File: src/byte_framer_fletcher_checksum_top_assert.svh
// ----------------------------------------------------------------------------
// Assertion macros for the byte framer.
// Shared concurrent assertion forms, clocked on clk and disabled in reset.
// ----------------------------------------------------------------------------
`ifndef BYTE_FRAMER_FLETCHER_CHECKSUM_TOP_ASSERT_SVH
`define BYTE_FRAMER_FLETCHER_CHECKSUM_TOP_ASSERT_SVH

// Consequent must hold in the same cycle as the antecedent.
`define BFFC_ASSERT_SAME(label, ante, cons) \
  label: assert property (@(posedge clk) disable iff (rst) (ante) |-> (cons)) \
    else $error("framer assertion failed");

// Consequent must hold in the cycle after the antecedent.
`define BFFC_ASSERT_NEXT(label, ante, cons) \
  label: assert property (@(posedge clk) disable iff (rst) (ante) |=> (cons)) \
    else $error("framer assertion failed");

`endif

File: src/bffc_pkg.sv
// ----------------------------------------------------------------------------
// bffc_pkg
// Shared types and constants of the byte framer with Fletcher checksum.
// ----------------------------------------------------------------------------
`timescale 1ns / 1ps
`default_nettype none

package bffc_pkg;

  // Number of header bytes sent at the start of each frame (1 to 8).
  localparam int HEADER_COUNT = 4;

  // Largest number of results one input byte can cause.
  localparam int BURST_DEPTH = (HEADER_COUNT + 1 > 5) ? HEADER_COUNT + 1 : 5;
  localparam int PTR_W       = $clog2(BURST_DEPTH);
  localparam int CNT_W       = $clog2(BURST_DEPTH + 1);

  localparam int CFG_W     = 64;
  localparam int CFG_IDX_W = 2;

  localparam logic [CFG_IDX_W-1:0] REG_HEADER_PATTERN  = 2'd0;
  localparam logic [CFG_IDX_W-1:0] REG_TERMINATOR_BYTE = 2'd1;
  localparam logic [CFG_IDX_W-1:0] REG_IDLE_RATE       = 2'd2;

  localparam logic [8:0] IDLE_RATE_RESET = 9'd8;

  typedef struct packed {
    logic [63:0] header_pattern;
    logic [7:0]  terminator_byte;
    logic [8:0]  idle_rate;
  } cfg_t;

  typedef struct packed {
    logic [7:0] data;
    logic       idle;
    logic       last;
  } result_t;

endpackage

`default_nettype wire

File: src/byte_framer_fletcher_checksum_top.sv
// ----------------------------------------------------------------------------
// byte_framer_fletcher_checksum_top
// Byte framer with header, Fletcher-16 checksum, terminator and idle groups.
// Each accepted byte's results are stored in the burst register and move on
// into the output register one result per cycle while the consumer keeps up;
// the input is held until the last of them moves on, and a byte that causes
// no result does not hold it at all.
// Reset (rst, synchronous, active high) clears framing state, sums, idle
// countdown and output valid, and loads the register reset values.
// ----------------------------------------------------------------------------
`timescale 1ns / 1ps
`default_nettype none

module byte_framer_fletcher_checksum_top (
  input  wire                           clk,
  input  wire                           rst,
  // Configuration write port: register 0 header_pattern, 1 terminator_byte,
  // 2 idle_rate. Other indexes are ignored.
  input  wire                           cfg_we,
  input  wire [bffc_pkg::CFG_IDX_W-1:0] cfg_index,
  input  wire [bffc_pkg::CFG_W-1:0]     cfg_data,
  // Input stream.
  input  wire                           s_tvalid,
  output logic                          s_tready,
  input  wire [7:0]                     s_tdata,   // [7:0] in_byte
  // Result stream.
  output logic                          m_tvalid,
  input  wire                           m_tready,
  output logic [7:0]                    m_tdata,   // [7:0] out_byte
  output logic [0:0]                    m_tuser,   // [0] is_idle
  output logic                          m_tlast    // last_of_run
);

  bffc_pkg::cfg_t    cfg;
  bffc_pkg::result_t rd_entry;
  logic              rd_valid;
  logic              rd_ready;

  // Register bank; the user must write it only while the block is idle, as the block does not enforce this.
  bffc_cfg u_cfg (
    .clk       (clk),
    .rst       (rst),
    .cfg_we    (cfg_we),
    .cfg_index (cfg_index),
    .cfg_data  (cfg_data),
    .cfg       (cfg)
  );

  // The framer evaluates each accepted byte in one pass and stores every
  // result it causes in a burst register. A new transaction is taken when that
  // register is empty or as its last stored result moves into the output stage.
  bffc_framer u_framer (
    .clk      (clk),
    .rst      (rst),
    .cfg      (cfg),
    .in_valid (s_tvalid),
    .in_byte  (s_tdata),
    .in_ready (s_tready),
    .rd_valid (rd_valid),
    .rd_entry (rd_entry),
    .rd_ready (rd_ready)
  );

  // The output register decouples the two sides, so the framer can take
  // the next byte while the last result still waits for the consumer.
  bffc_out u_out (
    .clk      (clk),
    .rst      (rst),
    .ld_valid (rd_valid),
    .ld_entry (rd_entry),
    .ld_ready (rd_ready),
    .m_tvalid (m_tvalid),
    .m_tready (m_tready),
    .m_tdata  (m_tdata),
    .m_tuser  (m_tuser),
    .m_tlast  (m_tlast)
  );

endmodule

`default_nettype wire

File: src/bffc_cfg.sv
// ----------------------------------------------------------------------------
// bffc_cfg
// Configuration register bank, written through a plain write port.
// ----------------------------------------------------------------------------
`timescale 1ns / 1ps
`default_nettype none

module bffc_cfg (
  input  wire                           clk,
  input  wire                           rst,
  input  wire                           cfg_we,
  input  wire [bffc_pkg::CFG_IDX_W-1:0] cfg_index,
  input  wire [bffc_pkg::CFG_W-1:0]     cfg_data,
  output bffc_pkg::cfg_t                cfg
);

  always_ff @(posedge clk) begin
    if (rst) begin
      cfg.header_pattern  <= '0;
      cfg.terminator_byte <= '0;
      cfg.idle_rate       <= bffc_pkg::IDLE_RATE_RESET;
    end else if (cfg_we) begin
      case (cfg_index)
        bffc_pkg::REG_HEADER_PATTERN:  cfg.header_pattern  <= cfg_data;
        bffc_pkg::REG_TERMINATOR_BYTE: cfg.terminator_byte <= cfg_data[7:0];
        bffc_pkg::REG_IDLE_RATE:       cfg.idle_rate       <= cfg_data[8:0];
        default: ;
      endcase
    end
  end

endmodule

`default_nettype wire

File: src/bffc_framer.sv
// ----------------------------------------------------------------------------
// bffc_framer
// Framing state, Fletcher sums and the burst register holding the results
// caused by one input byte, drained one result per cycle on rd_ready.
// ----------------------------------------------------------------------------
`timescale 1ns / 1ps
`default_nettype none

`include "byte_framer_fletcher_checksum_top_assert.svh"

module bffc_framer (
  input  wire                 clk,
  input  wire                 rst,
  input  bffc_pkg::cfg_t      cfg,
  input  wire                 in_valid,
  input  wire [7:0]           in_byte,
  output logic                in_ready,
  output logic                rd_valid,
  output bffc_pkg::result_t   rd_entry,
  input  wire                 rd_ready
);

  logic       in_frame, in_frame_next;
  logic [7:0] payload_left, payload_left_next;
  logic [7:0] idle_countdown, idle_countdown_next;
  logic [7:0] sum_a, sum_a_next;
  logic [7:0] sum_b, sum_b_next;

  bffc_pkg::result_t                 burst [bffc_pkg::BURST_DEPTH];
  bffc_pkg::result_t                 burst_next [bffc_pkg::BURST_DEPTH];
  logic [bffc_pkg::CNT_W-1:0]        cnt, burst_len_next;
  logic [bffc_pkg::PTR_W-1:0]        ptr;

  logic       accept, drain;
  logic [8:0] rate_dec;
  logic [7:0] reload;
  logic [7:0] a_base, b_base;

  function automatic logic [7:0] add_mod255(input logic [7:0] x, input logic [7:0] y);
    logic [8:0] s;
    s = {1'b0, x} + {1'b0, y};
    return (s >= 9'd255) ? 8'(s - 9'd255) : s[7:0];
  endfunction

  // A new byte is taken when the burst register is empty, or in the cycle
  // in which its last result moves on to the output stage.
  assign in_ready = (cnt == '0) || ((cnt == bffc_pkg::CNT_W'(1)) && rd_ready);
  assign accept   = in_valid && in_ready;
  assign rd_valid = (cnt != '0);
  assign drain    = rd_valid && rd_ready;
  assign rd_entry = burst[ptr];

  // Countdown reload: a rate of zero acts as one, and large rates saturate.
  assign rate_dec = cfg.idle_rate - 9'd1;
  assign reload   = (cfg.idle_rate == '0) ? 8'd0 :
                    (rate_dec[8] ? 8'hFF : rate_dec[7:0]);

  // A new frame restarts both sums from zero.
  assign a_base = in_frame ? sum_a : 8'd0;
  assign b_base = in_frame ? sum_b : 8'd0;

  always_comb begin
    in_frame_next       = in_frame;
    payload_left_next   = payload_left;
    idle_countdown_next = idle_countdown;
    sum_a_next          = sum_a;
    sum_b_next          = sum_b;
    burst_len_next      = '0;
    for (int i = 0; i < bffc_pkg::BURST_DEPTH; i++) begin
      burst_next[i] = '0;
    end

    if (!in_frame) begin
      if (in_byte == 8'd0) begin
        if (idle_countdown == 8'd0) begin
          idle_countdown_next = reload;
          burst_next[0]       = '{data: 8'd0, idle: 1'b1, last: 1'b1};
          burst_len_next      = bffc_pkg::CNT_W'(1);
        end else begin
          idle_countdown_next = idle_countdown - 8'd1;
        end
      end else begin
        in_frame_next       = 1'b1;
        idle_countdown_next = 8'd0;
        payload_left_next   = in_byte;
        sum_a_next          = add_mod255(a_base, in_byte);
        sum_b_next          = add_mod255(b_base, sum_a_next);
        for (int i = 0; i < bffc_pkg::HEADER_COUNT; i++) begin
          burst_next[i] = '{data: cfg.header_pattern[8*i +: 8], idle: 1'b0, last: 1'b0};
        end
        burst_next[bffc_pkg::HEADER_COUNT] = '{data: in_byte, idle: 1'b0, last: 1'b1};
        burst_len_next = bffc_pkg::CNT_W'(bffc_pkg::HEADER_COUNT + 1);
      end
    end else begin
      sum_a_next = add_mod255(a_base, in_byte);
      sum_b_next = add_mod255(b_base, sum_a_next);
      if (payload_left <= 8'd1) begin
        payload_left_next = 8'd0;
        in_frame_next     = 1'b0;
        burst_next[0]     = '{data: in_byte, idle: 1'b0, last: 1'b0};
        burst_next[1]     = '{data: sum_a_next, idle: 1'b0, last: 1'b0};
        burst_next[2]     = '{data: sum_b_next, idle: 1'b0, last: 1'b0};
        burst_next[3]     = '{data: cfg.terminator_byte, idle: 1'b0, last: 1'b0};
        burst_next[4]     = '{data: 8'd0, idle: 1'b1, last: 1'b1};
        burst_len_next    = bffc_pkg::CNT_W'(5);
      end else begin
        payload_left_next = payload_left - 8'd1;
        burst_next[0]     = '{data: in_byte, idle: 1'b0, last: 1'b1};
        burst_len_next    = bffc_pkg::CNT_W'(1);
      end
    end
  end

  always_ff @(posedge clk) begin
    if (rst) begin
      in_frame       <= 1'b0;
      payload_left   <= '0;
      idle_countdown <= '0;
      sum_a          <= '0;
      sum_b          <= '0;
      cnt            <= '0;
      ptr            <= '0;
    end else if (accept) begin
      in_frame       <= in_frame_next;
      payload_left   <= payload_left_next;
      idle_countdown <= idle_countdown_next;
      sum_a          <= sum_a_next;
      sum_b          <= sum_b_next;
      cnt            <= burst_len_next;
      ptr            <= '0;
    end else if (drain) begin
      cnt <= cnt - bffc_pkg::CNT_W'(1);
      ptr <= ptr + bffc_pkg::PTR_W'(1);
    end
  end

  always_ff @(posedge clk) begin
    if (accept) begin
      burst <= burst_next;
    end
  end

  `BFFC_ASSERT_NEXT(a_burst_loaded, accept && (burst_len_next != '0), cnt == $past(burst_len_next))
  `BFFC_ASSERT_SAME(a_last_closes_burst, drain && (cnt == bffc_pkg::CNT_W'(1)), rd_entry.last)
  `BFFC_ASSERT_SAME(a_sums_reduced, 1'b1, (sum_a != 8'hFF) && (sum_b != 8'hFF))
  `BFFC_ASSERT_SAME(a_idle_payload, !in_frame, payload_left == 8'd0)
  `BFFC_ASSERT_SAME(a_frame_countdown, in_frame, idle_countdown == 8'd0)

endmodule

`default_nettype wire

File: src/bffc_out.sv
// ----------------------------------------------------------------------------
// bffc_out
// Output register stage of the result stream.
// ----------------------------------------------------------------------------
`timescale 1ns / 1ps
`default_nettype none

module bffc_out (
  input  wire                clk,
  input  wire                rst,
  input  wire                ld_valid,
  input  bffc_pkg::result_t  ld_entry,
  output logic               ld_ready,
  output logic               m_tvalid,
  input  wire                m_tready,
  output logic [7:0]         m_tdata,
  output logic [0:0]         m_tuser,
  output logic               m_tlast
);

  assign ld_ready = !m_tvalid || m_tready;

  always_ff @(posedge clk) begin
    if (rst) begin
      m_tvalid <= 1'b0;
    end else if (ld_ready) begin
      m_tvalid <= ld_valid;
    end
  end

  always_ff @(posedge clk) begin
    if (ld_ready && ld_valid) begin
      m_tdata    <= ld_entry.data;
      m_tuser[0] <= ld_entry.idle;
      m_tlast    <= ld_entry.last;
    end
  end

endmodule

`default_nettype wire

File: config.mk
export PLATFORM = sky130hd
export DESIGN_NAME = byte_framer_fletcher_checksum_top
export DESIGN_NICKNAME = d
export VERILOG_FILES = /design/src/bffc_pkg.sv /design/src/byte_framer_fletcher_checksum_top.sv /design/src/bffc_cfg.sv /design/src/bffc_framer.sv /design/src/bffc_out.sv
export VERILOG_INCLUDE_DIRS = /design/src /design/src/src
export SDC_FILE = /design/constraint.sdc
export NUM_CORES = 1
export LEC_CHECK = 0
export BUFFER_PORTS_ARGS = -buffer_cell sky130_fd_sc_hd__buf_2
export CAP_MARGIN = 20
export CORE_MARGIN = 2
export CORE_UTILIZATION = 40
export CTS_CLUSTER_SIZE = 20
export DETAILED_ROUTE_END_ITERATION = 16
export GPL_TIMING_DRIVEN = 0
export PLACE_DENSITY = 0.58
export SYNTH_ARGS = -nofsm -noshare
export SYNTH_HDL_FRONTEND = slang
export SYNTH_SLANG_ARGS = --single-unit
File: constraint.sdc
create_clock -name clk -period 14.45 [get_ports clk]
set_clock_uncertainty 0.1 [all_clocks]
set_input_delay 0.7225 -clock clk [delete_from_list [all_inputs] [get_ports clk]]
set_output_delay 0.7225 -clock clk [all_outputs]
set_load 0.005 [all_outputs]
### Word-level counts from Yosys, hierarchy flattened

Cells that the tools add are included.

| word-level totals | value |
|---|---|
| bits in registers | 149 |
| ROM bits | 0 |
| output and inout bits | 12 |
| memories kept | 0 |
| bits in latches | 0 |
| memory bits (writable) | 0 |

| operators by class | value |
|---|---|
| shift operators | 0 |
| mux-type cells | 33 |
| multiply operators | 0 |
| $lt $le $gt $ge | 4 |
| reduce and logical (&&, ||, !) cells | 19 |
| add/sub/neg operators | 9 |
| bitwise operators | 2 |
| eq/ne operators | 4 |
| div/mod/pow operators | 0 |

Operator list:

| operator | count |
|---|---|
| 8-bit two-way mux | 15 |
| 40-bit two-way mux | 2 |
| 50-bit two-way mux | 1 |
| 10-bit binary-select mux with 3-bit select | 1 |
| 10-bit two-way mux | 3 |
| 8-bit by 8-bit adder with 9-bit output | 2 |
| 9-bit by 8-bit >= comparator with 1-bit output (second input constant) | 2 |
| 8-bit logical NOT | 2 |
| 8-bit by 1-bit subtractor with 8-bit output (second input constant) | 2 |
| 8-bit subtractor (second input constant) | 2 |
| 3-bit two-way mux | 5 |
| 2-bit AND reduction | 5 |
| 9-bit logical NOT | 1 |
| 9-bit by 1-bit subtractor with 9-bit output (second input constant) | 1 |
| 8-bit by 1-bit <= comparator with 1-bit output (second input constant) | 1 |
| 1-bit two-way mux | 5 |
| 4-bit >= comparator (second input constant) | 1 |
| 3-bit NOT with 4-bit output | 1 |
| 3-bit by 1-bit adder with 3-bit output (second input constant) | 1 |
| 3-bit by 1-bit == test with 1-bit output (second input constant) | 1 |
| 1-bit logical AND | 3 |
| 3-bit logical NOT | 1 |
| 3-bit nonzero test | 1 |
| 3-bit by 1-bit subtractor with 3-bit output (second input constant) | 1 |
| 10 further kinds | 11 |

### Depth between registers and ports, before layout

Gate-level depths: netlist of run 1.

| logic depth | value |
|---|---|
| depth in word-level cells | 9 |
| gate-level depth with buffers | 21 |
| mapped depth without buffers | 18 |

### Cells and area by module

Synthesis of run 1 repeated with hierarchy kept, for this count alone.

| second synthesis, totals | value |
|---|---|
| cell total of the unflattened synthesis | 1,000 |
| area total of the unflattened synthesis | 9,629.2 µm² |

By module, submodules not included:

| module | area each (µm²) | cells an instance | times used |
|---|---|---|---|
| bffc_framer | 5,686.7 | 649 | 1 |
| bffc_cfg | 3,587.2 | 336 | 1 |
| bffc_out | 355.3 | 15 | 1 |

### Worst setup path before layout of run 1

OpenSTA, ideal clock, no wires.

| timing path | value |
|---|---|
| path kind | reg2reg |
| start | reg u_framer.in_frame |
| end | reg u_framer.burst[25] in the netlist's numbering (data pin) |
| arrival | 5.074 ns |
| stages on the path, launching flop included | 21 |
| setup slack | 9.019 ns |
| buffers on the path | 4 |
| setup time | 0.257 ns |
| period minus slack after synthesis | 5.431 ns |
| path through | dfxtp_1 > clkbuf_1 > clkbuf_1 > clkbuf_1 > and2_1 > ha_1 > a211oi_2 > o31a_1 > a31oi_1 > o41ai_4 > nor3b_2 > xor2_1 > ha_1 > clkbuf_1 > o21a_1 > a2111oi_0 > nand3b_1 > o2111ai_1 > o21ai_1 > nand3_1 > a32o_1 |

RTL lines:

| element | RTL line | text |
|---|---|---|
| start: declaration | bffc_framer.sv:23 | `logic in_frame, in_frame_next;` |
| start signal: assignment | bffc_framer.sv:124 | `in_frame <= in_frame_next;` |
| end signal: assignment | bffc_framer.sv:139 | `burst <= burst_next;` |
| end: declaration | bffc_framer.sv:29 | `bffc_pkg::result_t burst [bffc_pkg::BURST_DEPTH];` |

==> results.md, run 1 <==
* Seq pwr share at a little under two fifths
* VDD IR max at 0.0000809 V
* Critical Path RT at ~15 ns
* Pint at roughly 1.0 mW
* Clk buf depth at 2
* Clk root buf: clkbuf_16
* Startpoint Class: flip-flop
* Mean post-synth cell area at just over 9 um2
* Fin crit share at between 40% and 50%
* Synth Area in Compound Gates at a little under a fifth
* Pwr Density at ~170 mW/mm2
* Post-CTS Setup Inserts at 0
* GPL Wtd Cong at a little under 0.9
* Hold Path Sink: u_framer.sum_a[0]
* Setup TNS at 0 ns
* Seq/Total Area, Yosys at around 45%
* Leakage at 3.38 nW
* Cells after Synth at 815
* Synth area leaders: dfxtp_1 24%, edfxtp_1 21%, nand2_1 5.7%
* First-pass detailed-route iteration total at 5
* Max cap viols at 0
* Largest family of logic cells by synthesized area: compound AO/OA/AOI/OAI gates
* Post-CTS sizing at 0
* H-tree depth at 4
* Reg2Reg Depth at 20
* Fin crit period at 7.08 ns
* Asr flop ratio synth at 0%
* Drt initial violations at 488
* First-pass GRT wire length at approximately 32000 um
* Nets at 1000
* Cell type with the largest total area after synthesis: dfxtp_1
* Logic pwr share at 33.8%
* Worst-margin pin slew at roughly 0.89 ns
* Overflow after GRT at 0
* Post-Syn Area at 0.00754 mm2
* Largest net degree at the start of global routing at 40
* # diodes at 0
* Xor and xnor area share after synthesis at approximately 3.4%
* CTS tree: yes
* Yosys top cell area share at approximately a quarter
* Core region area at about 0.019 mm2
* Starting Density at 40.6%
* R2R Setup Slk at ~7.4 ns
* Layout area overhead at 16.0%
* Top Ports at 91
* Clock Power Share at 29.0%
* Post-synth EDFFs at 54
* Top FF cell, synth: dfxtp_1
* Initial antenna violation count at 0
* Crit path from: u_framer.in_frame
* DR vias/cell at approximately 5.4
* Psw at ~0.53 mW
* Post-synthesis net count at roughly 920
* Dpl hpwl at 14900 um
* Routed Antenna Nets at 0
* Num rows at 50
* Clk Latency, worst-skew pair at between 0.4 and 0.5 ns
* Slew margin rel. at between 40% and 50%
* Total number of vias at between 6000 and 7000
* Number of global-route vias before repair at ~5700
* Share of cells above drive strength 1 at between 10 and 15%
* CTS clk-pin slew, worst paths at ~0.060 ns
* Yosys Warn Count at 0
* RSZ-0062 raised after global routing: false
* Final setup viols at 0
* Final Hold Slack at ~0.36 ns
* Most common cell in the synthesized netlist: nand2_1
* RR Startpoint: u_framer.in_frame
* Die width at 141 um
* Hold Crit Class: flip-flop to flip-flop
* Crit path kind: flip-flop to flip-flop
* Pwr Total at 1.53 mW
* Post-Synth Adder-Cell Area at between 4 and 5%
* Hold Buf Count CTS at 0
* DR DRC count at 0
* Critical path fanouts, max at 10
* Fin. max-slew vios at 0
* Worst Hold Path Cells at 2
* Worst EP arrival at 7.16 ns
* Mux cell area share after synthesis at under 10%
* Min-delay src: u_framer.sum_a[0]
* Clock sinks at approximately 140
* Net Sw Frac at between 30 and 40%
* Synth cell types at 71
* Commonest cells in the synthesized netlist: 114 x nand2_1, 89 x dfxtp_1, 71 x nor2_1
* Tot GR Track Use at between 20% and 30%
* PortBufs at 57
* Yosys reg bits at about 140
* Fmax at 141 MHz
* FF-to-FF End: u_framer.burst[26]
* Wire per inst at roughly 18 um
* Outcome: completed
* Filler cells at between 1500 and 2000
* Clock buffer count from CTS at 17
* Critical path endpoint category: flip-flop
* Endpoints failing hold at 0
* Post-Route WL at roughly 20000 um
* Post-Synth Simple-Gate Area at 18.5%
* Die area at 0.0200 mm2
* Die height at between 100 and 150 um
## layer usage
layer | GRT usage, % | part of all wire [%]
met5 | 0 | 0
met4 | 5.95 | 1.7
met3 | 4.35 | 4.9
met1 | 29.8 | 49
met2 | 31.1 | 45
## placed cells by master, fill, tap and decap left out, types with 13 or more instances in the layout
master,count
nand2_1,114
dfxtp_1,89
nor2_1,71
a21oi_1,66
buf_2,58
edfxtp_1,54
clkbuf_1,46
o21ai_0,45
inv_1,26
ha_1,26
mux2i_1,24
a22o_1,22
and2_1,20
clkbuf_16,20
nor3_1,18
xnor2_1,16
nand3_1,13
## worst max path at each step
stage | endpoint | slack, ns | cells past startpoint
floorplan | u_framer.burst[25] | 9.02 | 20
global placement | u_framer.burst[26] | 7.43 | 20
detailed placement | u_framer.burst[26] | 7.42 | 20
CTS | u_framer.burst[26] | 7.41 | 20
global route | u_framer.burst[26] | 6.87 | 20
finish | u_framer.burst[26] | 7.37 | 20
## flip-flops by register name, summed over array words and instances (netlist names)
signal	count
u_cfg.cfg	49
u_framer.burst	44
u_framer.cnt	3
u_framer.idle_countdown	8
u_framer.in_frame	1
u_framer.payload_left	8
u_framer.ptr	3
u_framer.sum_a	8
u_framer.sum_b	8
u_out.m_tdata	8
u_out.m_tlast	1
u_out.m_tuser	1
u_out.m_tvalid	1
## area by class of cell
type                       count  area [um2]  share of cell area [%]
buffer                        45         179                    2.05
clock buffer                  28         551                    6.29
clock inverter                 4        46.3                   0.529
inverter                      27         101                    1.16
multi-input combinational    600        3860                    44.2
sequential                   143        3400                    38.9
tap                          234         293                    3.35
timing repair buffer          59         310                    3.55
## metrics by stage
| step | worst slack, ns | cell area [um2] | utilization (%) | instances |
|---|---|---|---|---|
| global route | 6.87 | 8750 | 47.1 | 1140 |
| detailed placement | 7.42 | 8150 | 43.8 | 1107 |
| floorplan | 9.02 | 7540 | - | 815 |
| finish | 7.37 | 8750 | 47.1 | 1140 |
| global placement | 7.43 | 8120 | 43.7 | 1106 |
| CTS | 7.41 | 8740 | 47.1 | 1139 |
## worst max-delay path: stages (launching register included)
cell,delay [ns]
dfxtp_1,0.35
clkbuf_1,0.36
clkbuf_1,0.48
clkbuf_1,0.41
and2_1,0.25
ha_1,0.25
a211oi_2,0.30
o31a_1,0.28
a31oi_1,0.22
o41ai_4,0.59
nor3b_2,0.31
xor2_1,0.36
ha_1,0.29
clkbuf_1,0.22
o21a_1,0.18
a2111oi_0,0.36
nand3b_1,0.26
o2111ai_1,0.26
o21ai_1,0.41
o21ai_0,0.31
a22o_1,0.27
## power groups by stage
stage	clock network [mW]	logic [mW]	registers, mW
3_5_place_dp	0	0.512	0.576
6_report	0.442	0.516	0.568
5_1_grt	0.466	0.574	0.575
2_1_floorplan	0	0.358	0.567
4_1_cts	0.447	0.514	0.568
3_3_place_gp	0	0.502	0.577
## kinds of logic after synthesis
family / count (synthesis)
adder cells (fa/ha/maj): 29
buffers and inverters: 72
flip-flops: 143
multiplexers: 32
AO/OA/AOI/OAI: 213
AND/OR/NAND/NOR: 298
XOR/XNOR: 28
Note: power is estimated with default switching activity, not from simulation.
==> run 2, diff against run 1 <==
--- a/config.mk
+++ b/config.mk
@@ -6,6 +6,7 @@
 export SDC_FILE = /design/constraint.sdc
 export NUM_CORES = 1
 export LEC_CHECK = 0
+export ABC_AREA = 1
 export BUFFER_PORTS_ARGS = -buffer_cell sky130_fd_sc_hd__buf_2
 export CAP_MARGIN = 20
 export CORE_MARGIN = 2
==> constraint.sdc (replaced) <==
create_clock -name clk -period 7.1 [get_ports clk]
set_clock_uncertainty 0.1 [all_clocks]
set_input_delay 0.355 -clock clk [delete_from_list [all_inputs] [get_ports clk]]
set_output_delay 0.355 -clock clk [all_outputs]
set_load 0.005 [all_outputs]
==> results.md, run 2 <==
* Psw at 1.34 mW (was 0.526 mW)
* Area taken by multi-input logic gates at 0.00379 mm2 (was 0.00386 mm2)
* Post-Route WL at 20300 um (was 20000 um)
* Core region area at 0.0194 mm2 (was 0.0186 mm2)
* Post-CTS sizing at 0 (unchanged)
* Endpoints failing hold at 0 (unchanged)
* Initial antenna violation count at 0 (unchanged)
* GPL Wtd Cong at 0.883 (was 0.884)
* Nets at 1226 (was 1000)
* Commonest cells after routing, fill and taps aside: 223 x nand2_1, 151 x nor2_1, 134 x inv_1 (was 114 x nand2_1, 89 x dfxtp_1, 71 x nor2_1)
* Commonest cells in the synthesized netlist: 223 x nand2_1, 151 x nor2_1, 135 x inv_1 (was 114 x nand2_1, 89 x dfxtp_1, 71 x nor2_1)
* Asr flop ratio synth at 0% (unchanged)
* Yosys Warn Count at 0 (unchanged)
* Yosys top cell area share at 22.7% (was 23.6%)
* Clk root buf: clkbuf_16 (unchanged)
* Post-synth EDFFs at 54 (unchanged)
* DR vias/cell at 4.93 (was 5.42)
* Post-synthesis net count at 1148 (was 922)
* Synth area leaders: dfxtp_1 23%, edfxtp_1 21%, nand2_1 11% (was dfxtp_1 24%, edfxtp_1 21%, nand2_1 5.7%)
* Post-Syn Area at 0.00787 mm2 (was 0.00754 mm2)
* Clk buf depth at 2 (unchanged)
* VDD IR max at 0.000176 V (was 0.0000809 V)
* Min-delay src: cfg_data[31] (was u_framer.sum_a[0])
* CTS tree: yes (unchanged)
* Top flop regs: u_cfg.cfg (49), u_framer.burst (44) (unchanged)
* Cell type with the largest total area after synthesis: dfxtp_1 (unchanged)
* Starting Density at 40.5% (was 40.6%)
* Max reg flops at 49 (unchanged)
* Total number of vias at 6881 (was 6180)
* Final Util at 46.9% (was 47.1%)
* Mean post-synth cell area at 7.56 um2 (was 9.26 um2)
* Pwr Density at 379 mW/mm2 (was 174 mW/mm2)
* RR Startpoint: u_framer.in_frame (unchanged)
* Net Sw Frac at 38.8% (was 34.4%)
* Critical Path RT at 7.28 ns (was 14.53 ns)
* Hold Buf Count CTS at 0 (unchanged)
* Cells after Synth at 1041 (was 815)
* DR DRC count at 0 (unchanged)
* Critical path endpoint category: flip-flop (unchanged)
* Post-CTS Setup Inserts at 0 (unchanged)
* Fin. max-slew vios at 0 (unchanged)
* H-tree depth at 4 (unchanged)
* CTS clk-pin slew, worst paths at 0.06 ns (about the same)
* Dpl hpwl at 15500 um (was 14900 um)
* WL met3 at 1000 um (was 984 um)
* Hold Crit Class: input pin to flip-flop (was flip-flop to flip-flop)
* Top FF cell, synth: dfxtp_1 (unchanged)
* Fmax at 181 MHz (was 141 MHz)
* Yosys reg bits at 143 (unchanged)
* Final setup viols at 0 (unchanged)
* Number of global-route vias before repair at 6383 (was 5707)
* Share of cells above drive strength 1 at 14.7% (was 12.7%)
* Top Ports at 91 (unchanged)
* # diodes at 0 (unchanged)
* First-pass detailed-route iteration total at 7 (was 5)
* Post-Layout Inst Area at 0.00910 mm2 (was 0.00875 mm2)
* Slew margin rel. at 50.1% (was 40.4%)
* Overflow after GRT at 0 (unchanged)
* Num rows at 51 (was 50)
* First-pass GRT wire length at 32500 um (was 31600 um)
* Clock buffer count from CTS at 17 (unchanged)
* Clock Power Share at 25.7% (was 29.0%)
* Most common cell in the synthesized netlist: nand2_1 (unchanged)
* Setup TNS at 0 ns (unchanged)
* CP max stage delay at 0.57 ns (was 0.59 ns)
* Worst EP arrival at 5.70 ns (was 7.16 ns)
* Crit path from: u_framer.in_frame (unchanged)
* PortBufs at 58 (was 57)
* Fin crit period at 5.52 ns (was 7.08 ns)
* Crit path kind: flip-flop to flip-flop (unchanged)
* Seq/Total Area, Yosys at 43.3% (was 45.1%)
* Outcome: completed (unchanged)
* Routed Antenna Nets at 0 (unchanged)
* Die height at 144 um (was 141 um)
* Die width at 144 um (was 141 um)
* Logic pwr share at 39.1% (was 33.8%)
* Layout area overhead at 15.7% (was 16.0%)
* Worst-margin pin slew at 0.743 ns (was 0.889 ns)
* Tot GR Track Use at 20.3% (was 20.6%)
* Critical path fanouts, max at 10 (unchanged)
* Clock sinks at 143 (unchanged)
* Largest net degree at the start of global routing at 35 (was 40)
* Pint at 2.11 mW (was 1.00 mW)
* WL met2 at 9400 um (was 8950 um)
* Most common library cell in the layout ignoring fill and taps: nand2_1 (unchanged)
* Slowest CP cell: fa_1 (was o41ai_4)
* Clk Latency, worst-skew pair at 0.42 ns (was 0.43 ns)
* Die area at 0.0208 mm2 (was 0.0200 mm2)
* Filler cells at 2034 (was 1767)
* Synth cell types at 39 (was 71)
* M1 WL at 9700 um (was 9760 um)
* Max cap viols at 0 (unchanged)
* Drt initial violations at 490 (was 488)
* RSZ-0062 raised after global routing: false (unchanged)
* Startpoint Class: flip-flop (unchanged)
* Storage element area at 0.00340 mm2 (unchanged)
* Wire per inst at 14.6 um (was 17.6 um)
* Most flops, register: u_cfg.cfg (unchanged)
* R2R Setup Slk at 1.58 ns (was 7.37 ns)
* Top layer in use: met4 (unchanged)
* Leakage at 4.29 nW (was 3.38 nW)
* Seq pwr share at 35.2% (was 37.2%)
* Fin crit share at 77.8% (was 49.0%)
* Placed cell areas at 0.00851 mm2 (was 0.00815 mm2)
-- run 2: changes by cell type after synthesis, sizes merged, moves of 13 or more --
cell,delta
nand3,+30
a22o,-22
and2,-20
nand2,+143
mux2i,-24
inv,+109
nor2,+87
xnor2,-14
clkbuf,-13
o21ai,+40
nand4,+19
-- run 2: cell families (layout without fill, tap and decap cells) --
group	count (synthesis)	after routing	share of synthesized area, %
simple gates	503	503	28.9
buf+inv	174	265	8.53
compound gates	173	173	12.5
flops	143	143	43.3
fa+ha+maj	28	28	4.65
xor+xnor	20	20	2.23
-- run 2: final timing paths --
check                  endpoint  cells past startpoint
min               u_cfg.cfg[48]                      3
max          u_framer.burst[26]                     28
max reg2reg  u_framer.burst[26]                     28
min reg2reg       u_cfg.cfg[15]                      2
-- run 2: routing by layer --
layer	global-route usage, %	vias to the layer above
met5	0	-
met1	28.1	3145
met4	5.42	0
met2	32.6	167
li1	-	3548
met3	3.94	21
-- run 2: power by group through the flow --
stage | Combinational [mW] | Sequential (mW) | Clock [mW]
3_3_place_gp | 1.32 | 1.23 | 0
2_1_floorplan | 0.973 | 1.21 | 0
6_report | 1.35 | 1.21 | 0.887
3_5_place_dp | 1.34 | 1.23 | 0
5_1_grt | 1.53 | 1.24 | 0.932
4_1_cts | 1.35 | 1.21 | 0.899
-- run 2: layout make-up --
type	count	area share (%)
plain buffers	37	1.72
well taps	265	3.64
inverters	137	5.65
clock buffers	20	5.38
flip-flops and latches	143	37.4
multi-input cells	724	41.7
repair buffers	59	3.41
clock inverters	12	1.15
-- run 2: critical path, delay by kind of cell, from the launching register on --
kind / cells / cell delay [ns]
adder cells (fa/ha/maj): 5 / 1.70
buffers and inverters: 6 / 1.42
flip-flops: 1 / 0.32
AND/OR/NAND/NOR: 17 / 1.86
-- run 2: through the flow --
step,std cells,total power [mW],setup slack (ns),hold slack [ns]
3_5_place_dp,1365,2.56,1.60,0.346
3_3_place_gp,1364,2.55,1.60,0.341
6_report,1397,3.45,1.58,0.0527
5_1_grt,1397,3.70,1.13,0.0546
2_1_floorplan,1041,2.18,2.45,0.325
4_1_cts,1397,3.46,1.58,0.0421
